`src/rtl/pwa_pkg.sv`:
```
// Shared types and constants for the PID controller with continuous input and anti-windup.
// Holds the register map, the configuration struct and the datapath widths.
// No dependencies; every other file in rtl/ imports this package.
package pwa_pkg;

    localparam int GainW = 32;              // Q16.16 gains and limits
    localparam int InW   = 16;              // sensor units
    localparam int ErrW  = InW + 1;         // error after clamp and wrap
    localparam int DiffW = ErrW + 1;        // error minus previous error
    localparam int PeW   = GainW + ErrW;    // gain times error
    localparam int DeW   = GainW + DiffW;   // gain times error difference
    localparam int ProdW = 2 * GainW;       // integral gain times error sum
    localparam int TestW = ProdW + 1;       // integral test value
    localparam int PdW   = DeW + 1;         // proportional plus derivative
    localparam int ResW  = TestW + 1;       // unclamped drive
    localparam int SumW  = 32;              // stored error sum
    localparam int IdxW  = 3;
    localparam int ModeW = 2;

    localparam int MODE_ENABLE_BIT = 0;
    localparam int MODE_WRAP_BIT   = 1;

    localparam logic signed [GainW-1:0] OUT_LOWER_RST = 32'shFFFF_0000;  // -1.0
    localparam logic signed [GainW-1:0] OUT_UPPER_RST = 32'sh0001_0000;  //  1.0
    localparam logic [ModeW-1:0]        MODE_RST      = 2'b11;

    typedef enum logic [IdxW-1:0] {
        REG_GAIN_P    = 3'd0,
        REG_GAIN_I    = 3'd1,
        REG_GAIN_D    = 3'd2,
        REG_OUT_LOWER = 3'd3,
        REG_OUT_UPPER = 3'd4,
        REG_IN_LOWER  = 3'd5,
        REG_IN_UPPER  = 3'd6,
        REG_MODE      = 3'd7
    } cfg_idx_t;

    typedef struct packed {
        logic signed [GainW-1:0] gain_p;
        logic signed [GainW-1:0] gain_i;
        logic signed [GainW-1:0] gain_d;
        logic signed [GainW-1:0] out_lower;
        logic signed [GainW-1:0] out_upper;
        logic signed [InW-1:0]   in_lower;
        logic signed [InW-1:0]   in_upper;
        logic [ModeW-1:0]        mode;
    } pwa_cfg_t;

endpackage

```
`src/rtl/pwa_integrator.sv`:
```
// Anti-windup integrator: holds the error sum and its product with the integral gain.
// Depends on pwa_pkg for widths and the configuration struct.
module pwa_integrator
    import pwa_pkg::*;
(
    input  logic                    clk,
    input  logic                    rst_n,
    input  pwa_cfg_t                cfg,
    input  logic                    gain_i_wr,
    input  logic signed [GainW-1:0] gain_i_data,
    input  logic                    step,
    input  logic signed [ErrW-1:0]  err,
    input  logic signed [PeW-1:0]   ie,
    output logic signed [TestW-1:0] integ
);

    logic signed [SumW-1:0]  error_sum_reg;
    logic signed [ProdW-1:0] prod_reg;
    logic signed [SumW:0]    cand;
    logic signed [SumW-1:0]  cand_sat;
    logic signed [TestW-1:0] test;
    logic signed [ProdW-1:0] reload_prod;
    logic                    in_limits;

    // prod_reg always equals gain_i times error_sum_reg. The test product for the
    // candidate sum is then one add away: gain_i * (sum + e) = prod_reg + gain_i * e.
    assign cand = (SumW+1)'(error_sum_reg) + (SumW+1)'(err);
    assign test = TestW'(prod_reg) + TestW'(ie);

    assign in_limits = (test < TestW'(cfg.out_upper)) && (test > TestW'(cfg.out_lower));

    // Saturation only bites when the gain is zero; the product stays correct either way.
    always_comb
    begin
        if (cand[SumW] != cand[SumW-1])
        begin
            cand_sat = cand[SumW] ? {1'b1, {(SumW-1){1'b0}}} : {1'b0, {(SumW-1){1'b1}}};
        end
        else
        begin
            cand_sat = cand[SumW-1:0];
        end
    end

    // A new integral gain rescales the stored product against the held sum.
    assign reload_prod = ProdW'(gain_i_data) * ProdW'(error_sum_reg);

    // The integral term of the drive uses the sum after this update.
    assign integ = (step && in_limits) ? test : TestW'(prod_reg);

    always_ff @(posedge clk or negedge rst_n)
    begin
        if (!rst_n)
        begin
            error_sum_reg <= '0;
            prod_reg      <= '0;
        end
        else if (gain_i_wr)
        begin
            prod_reg <= reload_prod;
        end
        else if (step && in_limits)
        begin
            error_sum_reg <= cand_sat;
            prod_reg      <= test[ProdW-1:0];
        end
    end

endmodule

```
`config.mk`:
```
export PLATFORM = sky130hd
export DESIGN_NAME = pwa_integrator
export DESIGN_NICKNAME = d
export VERILOG_FILES = /design/src/rtl/pwa_pkg.sv /design/src/rtl/pwa_integrator.sv
export SDC_FILE = /design/constraint.sdc
export NUM_CORES = 2
export LEC_CHECK = 0
export BUFFER_PORTS_ARGS = -buffer_cell sky130_fd_sc_hd__buf_4
export CAP_MARGIN = 5
export CORE_UTILIZATION = 45
export CTS_CLUSTER_SIZE = 24
export DETAILED_ROUTE_END_ITERATION = 10
export HOLD_SLACK_MARGIN = 0.15
export MAX_ROUTING_LAYER = met4
export SYNTH_ARGS = -nofsm -noshare
export SYNTH_HDL_FRONTEND = slang
export SYNTH_SLANG_ARGS = --single-unit
```
`constraint.sdc`:
```
create_clock -name clk -period 16.6 [get_ports clk]
set_clock_uncertainty 0.05 [all_clocks]
set_input_delay 3.32 -clock clk [delete_from_list [all_inputs] [get_ports clk]]
set_output_delay 3.32 -clock clk [all_outputs]
set_load 0.005 [all_outputs]
```
# == Word-level counts from Yosys, hierarchy flattened ==
# Cells that the tools add are included.
# Widths: inputs -> output; s select.
# totals
register_bits,96
inputBits,296
output_inout_bits,65
elab_cells,18
# classes
addsub,2
multipliers,1
n_lt_le_gt_ge,2
eq_ne,1
n_mux,5
bitwise_logic,1
n_reduce_logical,4
# op_table
operator,count
$mux 64,2
$add 64x49->65,1
$gt 65x32->1,1
$lt 65x32->1,1
$mux 65,1
$mul 32x32->64,1
$mux 32,2
$add 32x17->33,1
$logic_and 1x1->1,2
$reduce_and 2->1,1
$reduce_bool 2->1,1
$ne 1x1->1,1
$not 1->1,1

# == Longest topological paths before layout ==
# depth
word_depth,6
depth_mapped,29
mapped_depth_nobuf,27

# == Worst setup path before layout ==
# OpenSTA, ideal clock, no wires.
# synth_path
kind,input to output
from,in ie[23]
to,out integ[57]
arrival_time_ns,8.624
required_ns,13.230
setup_slack_ns,4.606
stages,23
path_buffers,3
path_cell_list,ha_1 clkbuf_1 nand2_1 or3_1 nor4_2 o31ai_4 a2111oi_4 a21oi_4 o21a_1 or3_4 nand2_1 xor2_1 ha_1 nand2_1 nor3_1 nand3_1 or3_1 or4_1 a32o_1 nand4_2 clkbuf_1 buf_2 mux2_2
# synth_via
elab_chain_cells,5
word_cells_on_any_way,6
cone_classes,1 x add/sub; 2 x order compare; 1 x mux; 2 x reduce/logical
# synth_rtl
element,line,text
"start, declared",pwa_integrator.sv:13,"input logic signed [PeW-1:0] ie,"
$add 64x49->65 (*),pwa_integrator.sv:28,assign test = TestW'(prod_reg) + TestW'(ie);
$lt 65x32->1 / $gt 65x32->1 (equally long branches),pwa_integrator.sv:30,assign in_limits = (test < TestW'(cfg.out_upper)) && (test > TestW'(cfg.out_lower));
$logic_and 1x1->1,pwa_integrator.sv:30,
$logic_and 1x1->1,pwa_integrator.sv:49,assign integ = (step && in_limits) ? test : TestW'(prod_reg);
$mux 65 (*),pwa_integrator.sv:49,
"end, declared",pwa_integrator.sv:14,output logic signed [TestW-1:0] integ
# Mark *: on every way between the ends. The rest lies on a longest branch, timed or not.

# == Worst setup path in the final report ==
# layout_path
from,in ie[19]
to,out integ[58]
# The elaborated chain is that of the path after synthesis.

==> flow_metrics.env <==
export IMPL_maxSlewViolCount=0
export IMPL_ios=361
export IMPL_rsz0062_at_grt="false"
export IMPL_regArea_um2=2421
export IMPL_die_x_um=332.4
export IMPL_antenna_found_initial=3
export IMPL_drt_total_wl_um=139500
export IMPL_wl_met3_um=6752
export IMPL_path_buf_inv=3
export IMPL_cts_hold_buf=0
export IMPL_clk_latency_ns=0.40
export IMPL_dr_first_iter_drc_count=2468
export IMPL_final_nets=7215
export IMPL_grt_pass1_wl_um=223400
export IMPL_grt_max_degree=78
export IMPL_min_period_ns=13.90
export IMPL_postSynthCellCount=5416
export IMPL_synth_edf_count=0
export IMPL_yosys_warnings=0
export IMPL_cp_max_fo=54
export IMPL_ys_ff_latch=96
export IMPL_synth_fp_nets=7205
export IMPL_multi_input_area_um2=41770
export IMPL_synth_top_area_share_pct=44.19
export IMPL_synth_common_cells="fa_1, inv_1, nand2_1"
export IMPL_outcome="finished, final reports clean"
export IMPL_min_period_over_period_pct=83.71
export IMPL_yosysTopAreaCell="fa_1"
export IMPL_highest_layer="met4"
export IMPL_cts_buffers=9
export IMPL_critPathKind="input pin to output port"
export IMPL_worstSetupEndpointType="output port"
export IMPL_rows=120
export IMPL_cts_tree="done"
export IMPL_grt_usage_pct=26.78
export IMPL_gp_congestion=0.9160
export IMPL_fill_cells=10410
export IMPL_synth_avg_cell_area_um2=9.068
export IMPL_worst_slew_pin_slew_ns=1.025
export IMPL_finalHoldViolCount=0
export IMPL_core_um2=107700
export IMPL_path_delay_family="simple AND/OR/NAND/NOR gates"
export IMPL_cts_setup_buffers=0
export IMPL_ys_seq_area_share_pct=4.892
export IMPL_hold_slack_ns=0.4528
export IMPL_maxCapViolations=0
export IMPL_vias=37270
export IMPL_die_h_um=332.4
export IMPL_root_buffer="clkbuf_16"
export IMPL_synthArstFlopShare_pct=100.0
export IMPL_syn_area_um2=49110
export IMPL_largest_register_ff_count=64
export IMPL_worstPathRequired_ns=13.23
export IMPL_clk_pin_slew_ns=0.09
export IMPL_tns_ns=0
export IMPL_cts_resized=0
export IMPL_cts_max_level=3
export IMPL_hold_class="flip-flop to flip-flop"
export IMPL_relSlewSlack_pct=31.66
export IMPL_fmax_mhz=71.96
export IMPL_drt_pass1_iter_count=8
export IMPL_grt_overflow=0
export IMPL_post_drt_wl_per_cell_um=20.40
export IMPL_ys_flop_type="dfrtp_1"
export IMPL_max_stage_delay_ns=0.81
export IMPL_fp_dieArea_um2=110500
export IMPL_synth_area_leaders="fa_1, ha_1, inv_1"
export IMPL_cp_arrival_ns=10.53
export IMPL_cp_start_kind="input pin"
export IMPL_route_met2_wl_um=69260
export IMPL_rrSetupSlack_ns=7.20
export IMPL_wl_met1_um=58740
export IMPL_drive_gt1_share_pct=7.954
export IMPL_cts_buffer_depth=2
export IMPL_final_core_util_pct=48.47
export IMPL_clock_sinks=96
export IMPL_area_delta_synth_final_pct=6.242
export IMPL_io_buffers=230
export IMPL_finalSetupViolations=0
export IMPL_dp_hpwl_um=109000
export IMPL_synth_cell_types=98
export IMPL_vias_per_cell=5.452
export IMPL_initial_core_util_pct=45.62
export IMPL_grt_pass1_vias=39230
export IMPL_synth_most_common_cell="fa_1"
export IMPL_slowest_stage="nor4_1"
export IMPL_drtAntennaViolNets=0
export IMPL_drcViolationCount=0
cell usage in the layout, fill, tap and decap left out, types with 12 or more instances in the layout:
| cell | synthesis | final |
|---|---|---|
| o21bai_1 | 27 | 27 |
| o21ai_0 | 123 | 123 |
| o211ai_1 | 13 | 13 |
| and3_1 | 14 | 14 |
| nor2b_1 | 16 | 16 |
| fa_1 | 1084 | 1084 |
| o21ai_1 | 21 | 21 |
| xnor2_1 | 93 | 93 |
| and2_1 | 513 | 513 |
| nand2_1 | 640 | 640 |
| maj3_1 | 22 | 22 |
| a21o_1 | 124 | 124 |
| or3_1 | 12 | 12 |
| a211oi_1 | 17 | 17 |
| o31ai_1 | 13 | 13 |
| nand2b_1 | 28 | 27 |
| nand4_1 | 51 | 51 |
| ha_1 | 409 | 409 |
| inv_1 | 1044 | 1044 |
| xor2_1 | 61 | 61 |
| a31oi_1 | 23 | 23 |
| o21a_1 | 17 | 17 |
| nor3_1 | 35 | 35 |
| nor2_1 | 151 | 151 |
| dfrtp_1 | 96 | 81 |
| nand3_1 | 44 | 44 |
| a21oi_1 | 211 | 211 |
| mux2_2 | 87 | 87 |
| buf_4 | 0 | 264 |
| dfrtp_2 | 0 | 15 |
through the flow:
step           setup WS, ns  instances  cell area, um^2
3_5_place_dp          2.891       6818            51870
5_1_grt               2.392       6834            52170
4_1_cts               2.847       6834            52170
6_report              2.703       6836            52180
2_1_floorplan         4.606       5416            49110
3_3_place_gp          2.883       6818            51870
worst reg2reg max path, cell delays in order (launching register included):
cell	delay (ns)
dfrtp_1	0.35
buf_4	0.40
nand2_1	0.21
inv_1	0.16
fa_1	0.45
fa_1	0.49
fa_1	0.78
fa_1	1.13
inv_1	0.48
fa_1	0.61
inv_1	0.05
fa_1	0.56
fa_1	0.46
fa_1	0.47
ha_1	0.40
a21o_1	0.20
a21o_1	0.16
a21o_1	0.18
a21oi_1	0.15
nor2_1	0.05
a211oi_1	0.19
o21ai_0	0.17
a41o_1	0.34
and4_1	0.22
nor4_1	0.45
a221o_1	0.19
per-layer routing:
| layer | vias to the layer above | track usage [%] |
|---|---|---|
| li1 | 16790 | - |
| met1 | 19300 | 35.06 |
| met2 | 984 | 44.29 |
| met3 | 199 | 2.344 |
| met4 | 0 | 8.008 |
| met5 | - | - |
area by class of cell:
class / instances / area share [%]
Multi-Input combinational cell: 4009 / 80.06
Inverter: 1045 / 7.518
Sequential cell: 96 / 4.640
Timing Repair Buffer: 265 / 3.837
Tap cell: 1403 / 3.364
Clock buffer: 9 / 0.4316
Clock inverter: 7 / 0.1391
Antenna cell: 2 / 0.009592
path summary, 6_finish.rpt:
| check | start | to | depth (start not counted) |
|---|---|---|---|
| max | ie[19] | integ[58] | 25 |
| min reg2reg | error_sum_reg[2] | error_sum_reg[2] | 2 |
| max in group asynchronous | rst_n | prod_reg[16] | 2 |
| min in group asynchronous | rst_n | prod_reg[10] | 1 |
| min | error_sum_reg[2] | error_sum_reg[2] | 2 |
| max reg2reg | error_sum_reg[2] | prod_reg[63] | 25 |
kinds of logic after synthesis:
kind of cell    Yosys count  synth area share (%)
simple gates           1551                 15.68
fa+ha+maj              1515                 55.06
buf+inv                1311                 10.07
compound gates          696                 9.421
xor+xnor                154                 2.746
flops                    96                 4.892
mux                      93                 2.130
Power is left out: the tool's default activity adds up to more than one toggle a clock period on the data nets, which glitch-free logic cannot reach.
