`src/rtl/pwa_pkg.sv`:
```
// Shared types and constants for the PID controller with continuous input and anti-windup.
// Holds the register map, the configuration struct and the datapath widths.
// No dependencies; every other file in rtl/ imports this package.
package pwa_pkg;

    localparam int GainW = 32;              // Q16.16 gains and limits
    localparam int InW   = 16;              // sensor units
    localparam int ErrW  = InW + 1;         // error after clamp and wrap
    localparam int DiffW = ErrW + 1;        // error minus previous error
    localparam int PeW   = GainW + ErrW;    // gain times error
    localparam int DeW   = GainW + DiffW;   // gain times error difference
    localparam int ProdW = 2 * GainW;       // integral gain times error sum
    localparam int TestW = ProdW + 1;       // integral test value
    localparam int PdW   = DeW + 1;         // proportional plus derivative
    localparam int ResW  = TestW + 1;       // unclamped drive
    localparam int SumW  = 32;              // stored error sum
    localparam int IdxW  = 3;
    localparam int ModeW = 2;

    localparam int MODE_ENABLE_BIT = 0;
    localparam int MODE_WRAP_BIT   = 1;

    localparam logic signed [GainW-1:0] OUT_LOWER_RST = 32'shFFFF_0000;  // -1.0
    localparam logic signed [GainW-1:0] OUT_UPPER_RST = 32'sh0001_0000;  //  1.0
    localparam logic [ModeW-1:0]        MODE_RST      = 2'b11;

    typedef enum logic [IdxW-1:0] {
        REG_GAIN_P    = 3'd0,
        REG_GAIN_I    = 3'd1,
        REG_GAIN_D    = 3'd2,
        REG_OUT_LOWER = 3'd3,
        REG_OUT_UPPER = 3'd4,
        REG_IN_LOWER  = 3'd5,
        REG_IN_UPPER  = 3'd6,
        REG_MODE      = 3'd7
    } cfg_idx_t;

    typedef struct packed {
        logic signed [GainW-1:0] gain_p;
        logic signed [GainW-1:0] gain_i;
        logic signed [GainW-1:0] gain_d;
        logic signed [GainW-1:0] out_lower;
        logic signed [GainW-1:0] out_upper;
        logic signed [InW-1:0]   in_lower;
        logic signed [InW-1:0]   in_upper;
        logic [ModeW-1:0]        mode;
    } pwa_cfg_t;

endpackage

```
`src/rtl/pwa_error_calc.sv`:
```
// Error calculation: target clamp, subtraction and continuous-input wrap.
// Purely combinational; depends on pwa_pkg for widths and the configuration struct.
module pwa_error_calc
    import pwa_pkg::*;
(
    input  pwa_cfg_t               cfg,
    input  logic signed [InW-1:0]  measurement,
    input  logic signed [InW-1:0]  target,
    output logic signed [ErrW-1:0] err
);

    logic signed [ErrW-1:0]  span;
    logic                    span_pos;
    logic signed [InW-1:0]   tgt_c;
    logic signed [ErrW-1:0]  e_raw;
    logic [ErrW-1:0]         mag;
    logic                    do_wrap;
    logic signed [DiffW-1:0] e_adj;

    // The span is only meaningful when the upper bound lies above the lower one.
    assign span     = ErrW'(cfg.in_upper) - ErrW'(cfg.in_lower);
    assign span_pos = !span[ErrW-1] && (span != '0);

    always_comb
    begin
        tgt_c = target;
        if (span_pos && (target > cfg.in_upper))
        begin
            tgt_c = cfg.in_upper;
        end
        else if (span_pos && (target < cfg.in_lower))
        begin
            tgt_c = cfg.in_lower;
        end
    end

    assign e_raw = ErrW'(tgt_c) - ErrW'(measurement);
    assign mag   = e_raw[ErrW-1] ? ErrW'(-e_raw) : e_raw;

    // Wrap when twice the magnitude exceeds the span.
    assign do_wrap = cfg.mode[MODE_WRAP_BIT] && span_pos &&
                     ({mag, 1'b0} > {1'b0, span});

    always_comb
    begin
        e_adj = DiffW'(e_raw);
        if (do_wrap)
        begin
            if (e_raw > ErrW'(0))
            begin
                e_adj = DiffW'(e_raw) - DiffW'(span);
            end
            else
            begin
                e_adj = DiffW'(e_raw) + DiffW'(span);
            end
        end
    end

    assign err = e_adj[ErrW-1:0];

endmodule

```
`config.mk`:
```
export PLATFORM = sky130hd
export DESIGN_NAME = pwa_error_calc
export DESIGN_NICKNAME = d
export VERILOG_FILES = /design/src/rtl/pwa_pkg.sv /design/src/rtl/pwa_error_calc.sv
export SDC_FILE = /design/constraint.sdc
export NUM_CORES = 1
export LEC_CHECK = 0
export ABC_AREA = 1
export BUFFER_PORTS_ARGS = -buffer_cell sky130_fd_sc_hd__buf_2
export CORE_MARGIN = 5
export CORE_UTILIZATION = 47
export DETAILED_ROUTE_END_ITERATION = 16
export PLACE_DENSITY = 0.8
export SLEW_MARGIN = 20
export SYNTH_ARGS = -nofsm -noshare
export SYNTH_HDL_FRONTEND = slang
export SYNTH_SLANG_ARGS = --single-unit
```
`constraint.sdc`:
```
create_clock -name vclk -period 21.2
set_input_delay 6.36 -clock vclk [all_inputs]
set_output_delay 6.36 -clock vclk [all_outputs]
set_load 0.02 [all_outputs]
```
---- Word-level counts from Yosys, hierarchy flattened ----
Index checks and enable logic that the tools add are counted.
operators by class
  add/subtract/negate cells ............... 5
  multiplexer cells ....................... 5
  reduce and logical (&&, ||, !) cells .... 7
  order comparisons ....................... 4
operators with widths
  kind                                                                   number
  17-bit 2-to-1 mux                                                      3
  16-bit by 16-bit subtractor with 17-bit output                         2
  16-bit 2-to-1 mux                                                      2
  18-bit by 17-bit > comparator with 1-bit output                        1
  17-bit adder                                                           1
  17-bit by 1-bit > comparator with 1-bit output, second input constant  1
  17-bit negator                                                         1
  17-bit nonzero test                                                    1
  17-bit subtractor                                                      1
  16-bit > comparator                                                    1
  16-bit < comparator                                                    1
  1-bit logical AND                                                      5
  1-bit logical NOT                                                      1
storage, ports and cells
  bits in registers ....................... 0
  output and inout port bits .............. 17
  bits of input ports ..................... 226
  logic and storage cells ................. 21

---- Longest topological paths before layout ----
Gate-level depths: netlist (run 1).
  depth in word-level cells ............... 12
  gate-level depth with buffers ........... 62
  gate-level depth less buffers ........... 60

---- Worst setup path before layout (run 1) ----
OpenSTA, ideal clock, no wires.
  kind .................................... input to output
  start point ............................. in cfg[2] (netlist bit)
  end point ............................... out err[11]
  arrival ................................. 13.252 ns
  data required time ...................... 14.840 ns
  stages on the path ...................... 50
  path buffers ............................ 2
  path slack .............................. 1.588 ns
  path through ............................ inv_1 > ha_1 > fa_1 > inv_1 > nand3_1 > nand2_1 > nand2_1 > nand2_1 > nand2_1 > nand2_1 > nand2_1 > nor2_1 > nand4_1 > or2_2 > nor2_1 > nand2_1 > ha_1 > o21ai_0 > (+14 left out) > nor2_2 > nand2_2 > nand2_4 > buf_2 > a31oi_1 > xor2_1 > inv_1 > ha_1 > nand2_1 > nor3_1 > nand2_1 > o211ai_1 > a21oi_1 > o21ai_0 > a21oi_1 > o21bai_1 > xnor2_1 > o21ai_0
on the way
  word-level cells in the longest chain between the ends .. 12
  elaborated cells on any way between the ends .. 20
  those cells by class .................... 5 x add/sub; 3 x order compare; 5 x mux; 7 x reduce/logical
ends and longest elaborated chain
  what                                                             line                  source
  from (decl)                                                      pwa_error_calc.sv:6   input pwa_cfg_t cfg,
  16-bit by 16-bit subtractor with 17-bit output                   pwa_error_calc.sv:21  assign span = ErrW'(cfg.in_upper) - ErrW'(cfg.in_lower);
  17-bit nonzero test / 1-bit logical NOT (equally long branches)  pwa_error_calc.sv:22  assign span_pos = !span[ErrW-1] && (span != '0);
  1-bit logical AND                                                pwa_error_calc.sv:22
  1-bit logical AND                                                pwa_error_calc.sv:31  else if (span_pos && (target < cfg.in_lower))
  16-bit 2-to-1 mux                                                pwa_error_calc.sv:31
  16-bit 2-to-1 mux                                                pwa_error_calc.sv:27  if (span_pos && (target > cfg.in_upper))
  16-bit by 16-bit subtractor with 17-bit output                   pwa_error_calc.sv:37  assign e_raw = ErrW'(tgt_c) - ErrW'(measurement);
  17-bit negator                                                   pwa_error_calc.sv:38  assign mag = e_raw[ErrW-1] ? ErrW'(-e_raw) : e_raw;
  17-bit 2-to-1 mux                                                pwa_error_calc.sv:38
  18-bit by 17-bit > comparator with 1-bit output                  pwa_error_calc.sv:42  ({mag, 1'b0} > {1'b0, span});
  1-bit logical AND                                                pwa_error_calc.sv:41  assign do_wrap = cfg.mode[MODE_WRAP_BIT] && span_pos &&
  17-bit 2-to-1 mux (*)                                            pwa_error_calc.sv:47  if (do_wrap)
  to (decl)                                                        pwa_error_calc.sv:9   output logic signed [ErrW-1:0] err
Every way passes the cells marked *; elsewhere a longest branch is shown, timed or not.

---- Worst setup path after layout (run 1) ----
  start point ............................. in cfg[2] (netlist bit)
  end point ............................... out err[16]
Same word-level chain as after synthesis.

==> flow_metrics.py, run 1 <==
metrics = {
    "detailed_routing": {
        "firstDrtPassIters": 5,
        "drc": 0,
        "viasPerCell": 5.063,
        "vias": 5985,
        "drt_iter0_drc": 259,
        "wl_per_cell_microns": 11.98,
        "ant_nets": 0,
        "drt-total-wl_microns": 14170,
    },
    "synth": {
        "synth_fp_nets": 1287,
        "syn_avg_cell_area_sq_um": 5.496,
        "post-synth-top-count-cell": "nand2_1",
        "synth.area.top_cells": "ha_1, nand2_1, inv_1",
        "synthTopCellsByCount": "nand2_1, inv_1, ha_1, nor2_1, o21ai_0",
        "synth_area_sq_um": 5276,
        "yosys.area.top_type": "ha_1",
        "synth_top_area_share_pct": 23.24,
        "netlist_instances": 960,
        "ys_seq_area_share_pct": 0,
        "ys_types": 42,
        "yosysWarnings": 0,
    },
    "run_status": {
        "run_status": "finished clean",
    },
    "cells_and_area": {
        "fin_area_sq_um": 5951,
        "seq_area_sq_um": 0,
        "drive_above_1_share_pct": 12.57,
        "clkbuf_count": 0,
        "seq_cells": 0,
        "syn_to_final_growth_pct": 12.78,
        "n_fill_cell": 1193,
        "nets": 1371,
        "insertedDiodeCount": 0,
    },
    "run": {
        "drv_cap": 0,
    },
    "floorplan": {
        "die_x_microns": 116.0,
        "row_count": 38,
        "core_sq_um": 10940,
        "start_util_pct": 48.25,
        "die-area_sq_um": 13450,
        "die_h_microns": 116.0,
        "ioPinCount": 243,
    },
    "grt": {
        "grt_pass1_vias": 5545,
        "grt_overflow": 0,
        "antenna_found_initial": 0,
        "grt_pass1_wl_microns": 23920,
        "grt_max_degree": 23,
        "grt_usage_pct": 21.07,
    },
    "worst_setup_path": {
        "crit_fanout": 17,
        "crit_top_cell": "nand2_1",
        "start_kind": "input port",
        "crit_path_end_kind": "output pin",
        "critPathKind": "input port to output pin",
        "crit_path_max_incr_delay_ps": 590,
        "arrival_ps": 14140,
        "slowest_stage": "fa_2",
        "required_ps": 14840,
    },
    "sta": {
        "hold_viol_final": 0,
        "slew_headroom_pct": 59.95,
        "setup_viol": 0,
        "drv_slew": 0,
        "fin_crit_sh_pct": 96.72,
        "worst_pin_slew_ps": 596.4,
        "fin_tns_setup_ps": 0,
        "final.setup.worst_slack_ps": 696.2,
        "fmax_mhz": 48.77,
        "rsz0062_at_grt": "false",
        "timing.final.crit_period_ps": 20500,
    },
    "placement": {
        "place.gp.congestion": 0.9389,
        "pre_cts_ws_ps": 459.6,
        "hpwl_microns": 12710,
        "port_buffers": 82,
        "placed_area_sq_um": 5874,
    },
    "power_and_ir_drop": {
        "p_int_uw": 275.5,
        "p_comb_share_pct": 100.0,
        "pwr-share-clk_pct": 0,
        "p_seq_share_pct": 0,
        "peakVddDrop_mv": 0.1040,
        "power_density_nw_per_um2": 122.5,
        "switching_share_pct": 62.20,
        "p_switching_uw": 453.3,
        "p_leak_nw": 3.686,
        "power_uw": 728.9,
    },
    "hold_path": {
        "hold_class": "input port to output pin",
        "hold_depth": 4,
    },
}
[per-stage QoR]
stage                     util [%]  instances  hold slack [ps]
final                        54.42       1182            13290
after global routing         54.42       1182            13360
after CTS                    53.72       1179            13290
after detailed placement     53.72       1179            13290
after global placement       53.72       1179            13310
after floorplan                  -        960            13100
[power groups by stage]
| stage | Clock [mW] | Combinational (mW) | Sequential, mW |
|---|---|---|---|
| 2_1_floorplan | 0 | 0.560 | 0 |
| 5_1_grt | 0 | 0.832 | 0 |
| 3_5_place_dp | 0 | 0.715 | 0 |
| 3_3_place_gp | 0 | 0.697 | 0 |
| 6_report | 0 | 0.729 | 0 |
| 4_1_cts | 0 | 0.717 | 0 |
[kinds of logic after synthesis]
logic type / count (synthesis) / synth area share [%]
AOI/OAI and AO/OA: 147 / 15.08
xor gates and xnor gates: 45 / 8.252
adders and majority gates: 101 / 24.38
buffers and inverters: 227 / 16.20
and+or+nand+nor: 440 / 36.09
[layer usage]
| metal | track usage, % | part of all wire, % | routed length [microns] |
|---|---|---|---|
| met1 | 30.06 | 49 | 7001 |
| met2 | 37.67 | 45 | 6422 |
| met3 | 0.4178 | 5.2 | 741 |
| met4 | 0.3094 | 0 | 0 |
| met5 | 0 | 0 | 0 |
[critical path, delay by kind of cell]
family	cells	cell delay (ps)
and+or+nand+nor	30	3230
adders and majority gates	7	2340
AOI/OAI and AO/OA	8	1070
buffers and inverters	8	810
xor gates and xnor gates	1	310
[path summary, 6_finish.rpt]
kind,start,endpoint,slack [ps]
hold / removal,measurement[0],err[0],13290
setup / recovery,cfg[2],err[16],700
[layout make-up]
class              instances  area [sq um]  share of cell area (%)
well taps                140         175.2                   2.944
repair buffers            91         481.7                   8.095
inverters                217         818.3                   13.75
repair inverters           1         7.507                  0.1262
multi-input cells        733          4468                   75.08
[placed cells by master, fill, tap and decap left out, types with 3 or more instances in the layout]
master,count
nand2_2,8
inv_2,5
nor2_1,64
buf_2,82
nand3b_1,7
o21ai_0,59
nand4_1,20
and2_1,3
nor2_2,3
o21ai_1,4
a31oi_1,3
inv_1,211
ha_1,98
o211ai_1,4
o21bai_1,3
nor3_1,9
a21oi_1,58
a211oi_1,5
nand3_1,49
buf_4,8
nand2_4,4
nand2_1,262
xnor2_1,6
xor2_1,34
or2_2,3
nand3_2,3
[timing repair]
action	in CTS	in global routing
gates resized for setup	0	17
setup endpoints to repair	0	6
setup buffers	0	2
hold buffers	0	0
(Power assumes the default switching activity.)
==> run 2, diff against run 1 <==
--- a/config.mk
+++ b/config.mk
@@ -7,7 +7,7 @@
 export LEC_CHECK = 0
 export ABC_AREA = 1
 export BUFFER_PORTS_ARGS = -buffer_cell sky130_fd_sc_hd__buf_2
-export CORE_MARGIN = 5
+export CORE_MARGIN = 2
 export CORE_UTILIZATION = 47
 export DETAILED_ROUTE_END_ITERATION = 16
 export PLACE_DENSITY = 0.8
==> run 2 against run 1 <==
Compared with the run above:
- worst setup slack better by 58 ps
- clock-buffer cell count is the same
- critical path depth rose by 3
- global-route usage is 2.4 points higher
- final area increased by 0.67%
- largest cell class unchanged
- highest routed layer is now met4
==> flow_metrics.py, run 2 (same netlist as run 1, synthesis figures left out) <==
metrics = {
    "placement": {
        "pre_cts_ws_ps": 205.4,
        "place.gp.congestion": 0.9193,
        "port_buffers": 82,
        "placed_area_sq_um": 5867,
        "hpwl_microns": 12500,
    },
    "cells_and_area": {
        "syn_to_final_growth_pct": 13.54,
        "insertedDiodeCount": 0,
        "seq_cells": 0,
        "nets": 1374,
        "seq_area_sq_um": 0,
        "final_common_cell": "nand2_1",
        "most-common-layout-cells": "nand2_1, inv_1, ha_1",
        "fin_area_sq_um": 5991,
        "clkbuf_count": 0,
        "drive_above_1_share_pct": 13.30,
        "post-route-util_pct": 55.02,
    },
    "floorplan": {
        "die_x_microns": 110.0,
        "die-area_sq_um": 12090,
        "die_h_microns": 110.0,
        "core_sq_um": 10890,
        "row_count": 38,
        "start_util_pct": 48.46,
        "ioPinCount": 243,
    },
    "grt": {
        "grt_usage_pct": 23.48,
        "grt_overflow": 0,
        "grt_pass1_wl_microns": 23290,
        "grt_max_degree": 23,
        "grt_pass1_vias": 5276,
        "antenna_found_initial": 0,
    },
    "sta": {
        "setup_viol": 0,
        "slew_headroom_pct": 64.03,
        "hold_viol_final": 0,
        "worst_pin_slew_ps": 535.7,
        "final.setup.worst_slack_ps": 754.3,
        "fin_crit_sh_pct": 96.44,
        "timing.final.crit_period_ps": 20450,
        "fmax_mhz": 48.91,
        "drv_slew": 0,
    },
    "worst_setup_path": {
        "crit_top_cell": "nand2_1",
        "critPathKind": "input port to output pin",
        "crit_fanout": 13,
        "start_kind": "input port",
        "slowest_stage": "fa_1",
        "crit_path_max_incr_delay_ps": 610,
        "crit_family": "simple AND/OR/NAND/NOR gates",
        "required_ps": 14840,
        "arrival_ps": 14090,
        "crit_path_end_kind": "output pin",
        "path_buf_inv": 8,
    },
    "detailed_routing": {
        "wl_per_cell_microns": 11.85,
        "drt-total-wl_microns": 14040,
        "ant_nets": 0,
        "vias": 5929,
        "firstDrtPassIters": 5,
        "viasPerCell": 5.003,
        "drt_iter0_drc": 297,
        "drc": 0,
    },
    "cts": {
        "cts_hold_buf": 0,
    },
    "hold_path": {
        "hold_class": "input port to output pin",
    },
    "power_and_ir_drop": {
        "power_density_nw_per_um2": 122.0,
        "p_leak_nw": 3.698,
        "peakVddDrop_mv": 0.1079,
    },
    "run": {
        "drv_cap": 0,
    },
    "run_status": {
        "run_status": "finished clean",
    },
}
## run 2: power by group
group	internal [mW]	switching, mW
registers	0	0
clock network	0	0
logic	0.278	0.453
## run 2: metal layers
metal	up-vias	wire length [microns]	track usage, %
li1	3208	-	-
met1	2571	6967	33.19
met2	142	6346	40.67
met3	8	593	0.7113
met4	0	136	2.622
met5	-	0	0
## run 2: stage by stage
step | power (mW) | TNS, ps | instances | hold WS, ps
after floorplan | 0.5604 | 0 | 960 | 13100
after global placement | 0.6932 | 0 | 1178 | 13300
after detailed placement | 0.7082 | 0 | 1178 | 13280
after CTS | 0.7102 | 0 | 1178 | 13290
after global routing | 0.8409 | -24.10 | 1185 | 13310
final | 0.7309 | 0 | 1185 | 13280
## run 2: repair_timing
item / CTS / global route
buffers inserted: 0 / 6
resized for setup: 0 / 21
endpoints found under the setup margin: 0 / 17
## run 2: layout make-up
cell class         instances  area [sq um]
fillers                 1182          4897
inverters                217         822.0
multi-input cells        733          4486
well taps                140         175.2
repair buffers            94         500.5
repair inverters           1         7.507
## run 2: tightest hold or removal path: stages
cell	delay (ps)
buf_2	100
ha_1	180
o21ai_0	110
buf_2	170
## run 2: worst paths after layout
check | depth (start not counted) | slack [ps] | start | endpoint
worst max-delay path | 57 | 750 | cfg[2] | err[16]
worst min-delay path | 4 | 13280 | measurement[0] | err[0]
==> run 3, diff against run 2 <==
--- a/config.mk
+++ b/config.mk
@@ -8,9 +8,9 @@
 export ABC_AREA = 1
 export BUFFER_PORTS_ARGS = -buffer_cell sky130_fd_sc_hd__buf_2
 export CORE_MARGIN = 2
-export CORE_UTILIZATION = 47
+export CORE_UTILIZATION = 50
 export DETAILED_ROUTE_END_ITERATION = 16
-export PLACE_DENSITY = 0.8
+export PLACE_DENSITY = 0.85
 export SLEW_MARGIN = 20
 export SYNTH_ARGS = -nofsm -noshare
 export SYNTH_HDL_FRONTEND = slang
==> run 3 against run 2 <==
Compared with the run above:
- non-clock buffer count up 2
- die area down 5.8%
- sequential share of layout area unchanged
- fmax down 0.61%
- total power up 0.59%
- largest cell class unchanged
==> flow_metrics.py, run 3 (same netlist as run 1, synthesis figures left out) <==
metrics = {
    "power_and_ir_drop": {
        "p_int_uw": 280.6,
        "peakVddDrop_mv": 0.1040,
        "p_seq_share_pct": 0,
        "p_comb_share_pct": 100.0,
        "switching_share_pct": 61.83,
        "power_density_nw_per_um2": 122.9,
        "pwr-share-clk_pct": 0,
        "p_switching_uw": 454.6,
        "p_leak_nw": 3.712,
    },
    "worst_setup_path": {
        "slowest_stage": "fa_1",
        "crit_top_cell": "nand2_1",
        "path_buf_inv": 8,
        "start_kind": "input port",
        "crit_fanout": 13,
        "required_ps": 14840,
        "critPathKind": "input port to output pin",
        "crit_family": "simple AND/OR/NAND/NOR gates",
        "arrival_ps": 14210,
        "crit_path_end_kind": "output pin",
        "cp.depth": 56,
        "crit_path_max_incr_delay_ps": 410,
    },
    "placement": {
        "hpwl_microns": 12310,
        "place.gp.congestion": 0.9254,
        "dp.cells": 1175,
        "pre_cts_ws_ps": 435.8,
        "placed_area_sq_um": 5869,
        "port_buffers": 82,
    },
    "sta": {
        "worst_pin_slew_ps": 600.1,
        "final.setup.worst_slack_ps": 629.7,
        "setup_viol": 0,
        "timing.final.crit_period_ps": 20570,
        "fin_crit_sh_pct": 97.03,
        "drv_slew": 0,
        "hold_viol_final": 0,
        "fmax_mhz": 48.61,
        "slew_headroom_pct": 59.71,
    },
    "grt": {
        "grt_usage_pct": 24.13,
        "grt_pass1_wl_microns": 22950,
        "antenna_found_initial": 0,
        "grt_overflow": 0,
        "grt_max_degree": 21,
        "grt_pass1_vias": 5341,
    },
    "detailed_routing": {
        "firstDrtPassIters": 5,
        "ant_nets": 0,
        "viasPerCell": 5.058,
        "drc": 0,
        "drt_iter0_drc": 341,
        "wl_per_cell_microns": 11.79,
        "drt-total-wl_microns": 13940,
        "vias": 5978,
    },
    "cells_and_area": {
        "syn_to_final_growth_pct": 13.35,
        "seq_area_sq_um": 0,
        "insertedDiodeCount": 0,
        "fin_area_sq_um": 5981,
        "nets": 1375,
        "final_cells": 1182,
        "seq_cells": 0,
        "most-common-layout-cells": "nand2_1, inv_1, ha_1",
        "final_common_cell": "nand2_1",
        "drive_above_1_share_pct": 13.29,
        "clkbuf_count": 0,
    },
    "floorplan": {
        "die_h_microns": 106.7,
        "die_x_microns": 106.7,
        "start_util_pct": 51.34,
        "core_sq_um": 10280,
        "die-area_sq_um": 11390,
        "row_count": 37,
        "ioPinCount": 243,
    },
    "run": {
        "drv_cap": 0,
    },
    "hold_path": {
        "whs_endpoint": "err[0]",
        "hold_class": "input port to output pin",
        "hp-start": "measurement[0]",
        "hold_depth": 4,
    },
    "run_status": {
        "run_status": "finished clean",
    },
}
[run 3: power by group through the flow]
stage,Clock (mW),Sequential [mW],Combinational (mW)
floorplan,0,0,0.560
global placement,0,0,0.690
detailed placement,0,0,0.711
CTS,0,0,0.713
global route,0,0,0.839
finish,0,0,0.735
[run 3: final cells by class]
cell class	instances	area, sq um
inverter	217	818.3
fill	1065	4297
tap	136	170.2
timing repair buffer	96	513.0
multi-input combinational	733	4479
[run 3: through the flow]
stage               setup TNS [ps]  util (%)  hold slack, ps  total power [mW]
finish                           0     58.19           13310            0.7352
floorplan                        0         -           13100            0.5604
CTS                              0     57.11           13290            0.7125
detailed placement               0     57.11           13280            0.7107
global route                -47.65     58.19           13340            0.8392
global placement                 0     57.11           13290            0.6898
[run 3: repair_timing]
item	CTS	global route
gates resized for setup	0	18
setup buffers	0	7
endpoints found under the setup margin	0	10
hold buffers	0	0
[run 3: per-layer routing]
metal	track usage, %	vias to the layer above	part of all wire, %
li1	-	3212	-
met1	33.43	2589	47
met2	42.90	165	46
met3	0.4255	12	5.4
met4	3.247	0	1.4
met5	0	-	0
[run 3: worst max path at each step]
stage / from / endpoint / slack [ps]
detailed placement: cfg[2] / err[16] / 440
global placement: cfg[2] / err[16] / 550
CTS: cfg[2] / err[16] / 420
global route: cfg[2] / err[15] / -30
finish: cfg[2] / err[15] / 630
floorplan: cfg[2] / err[11] / 1590
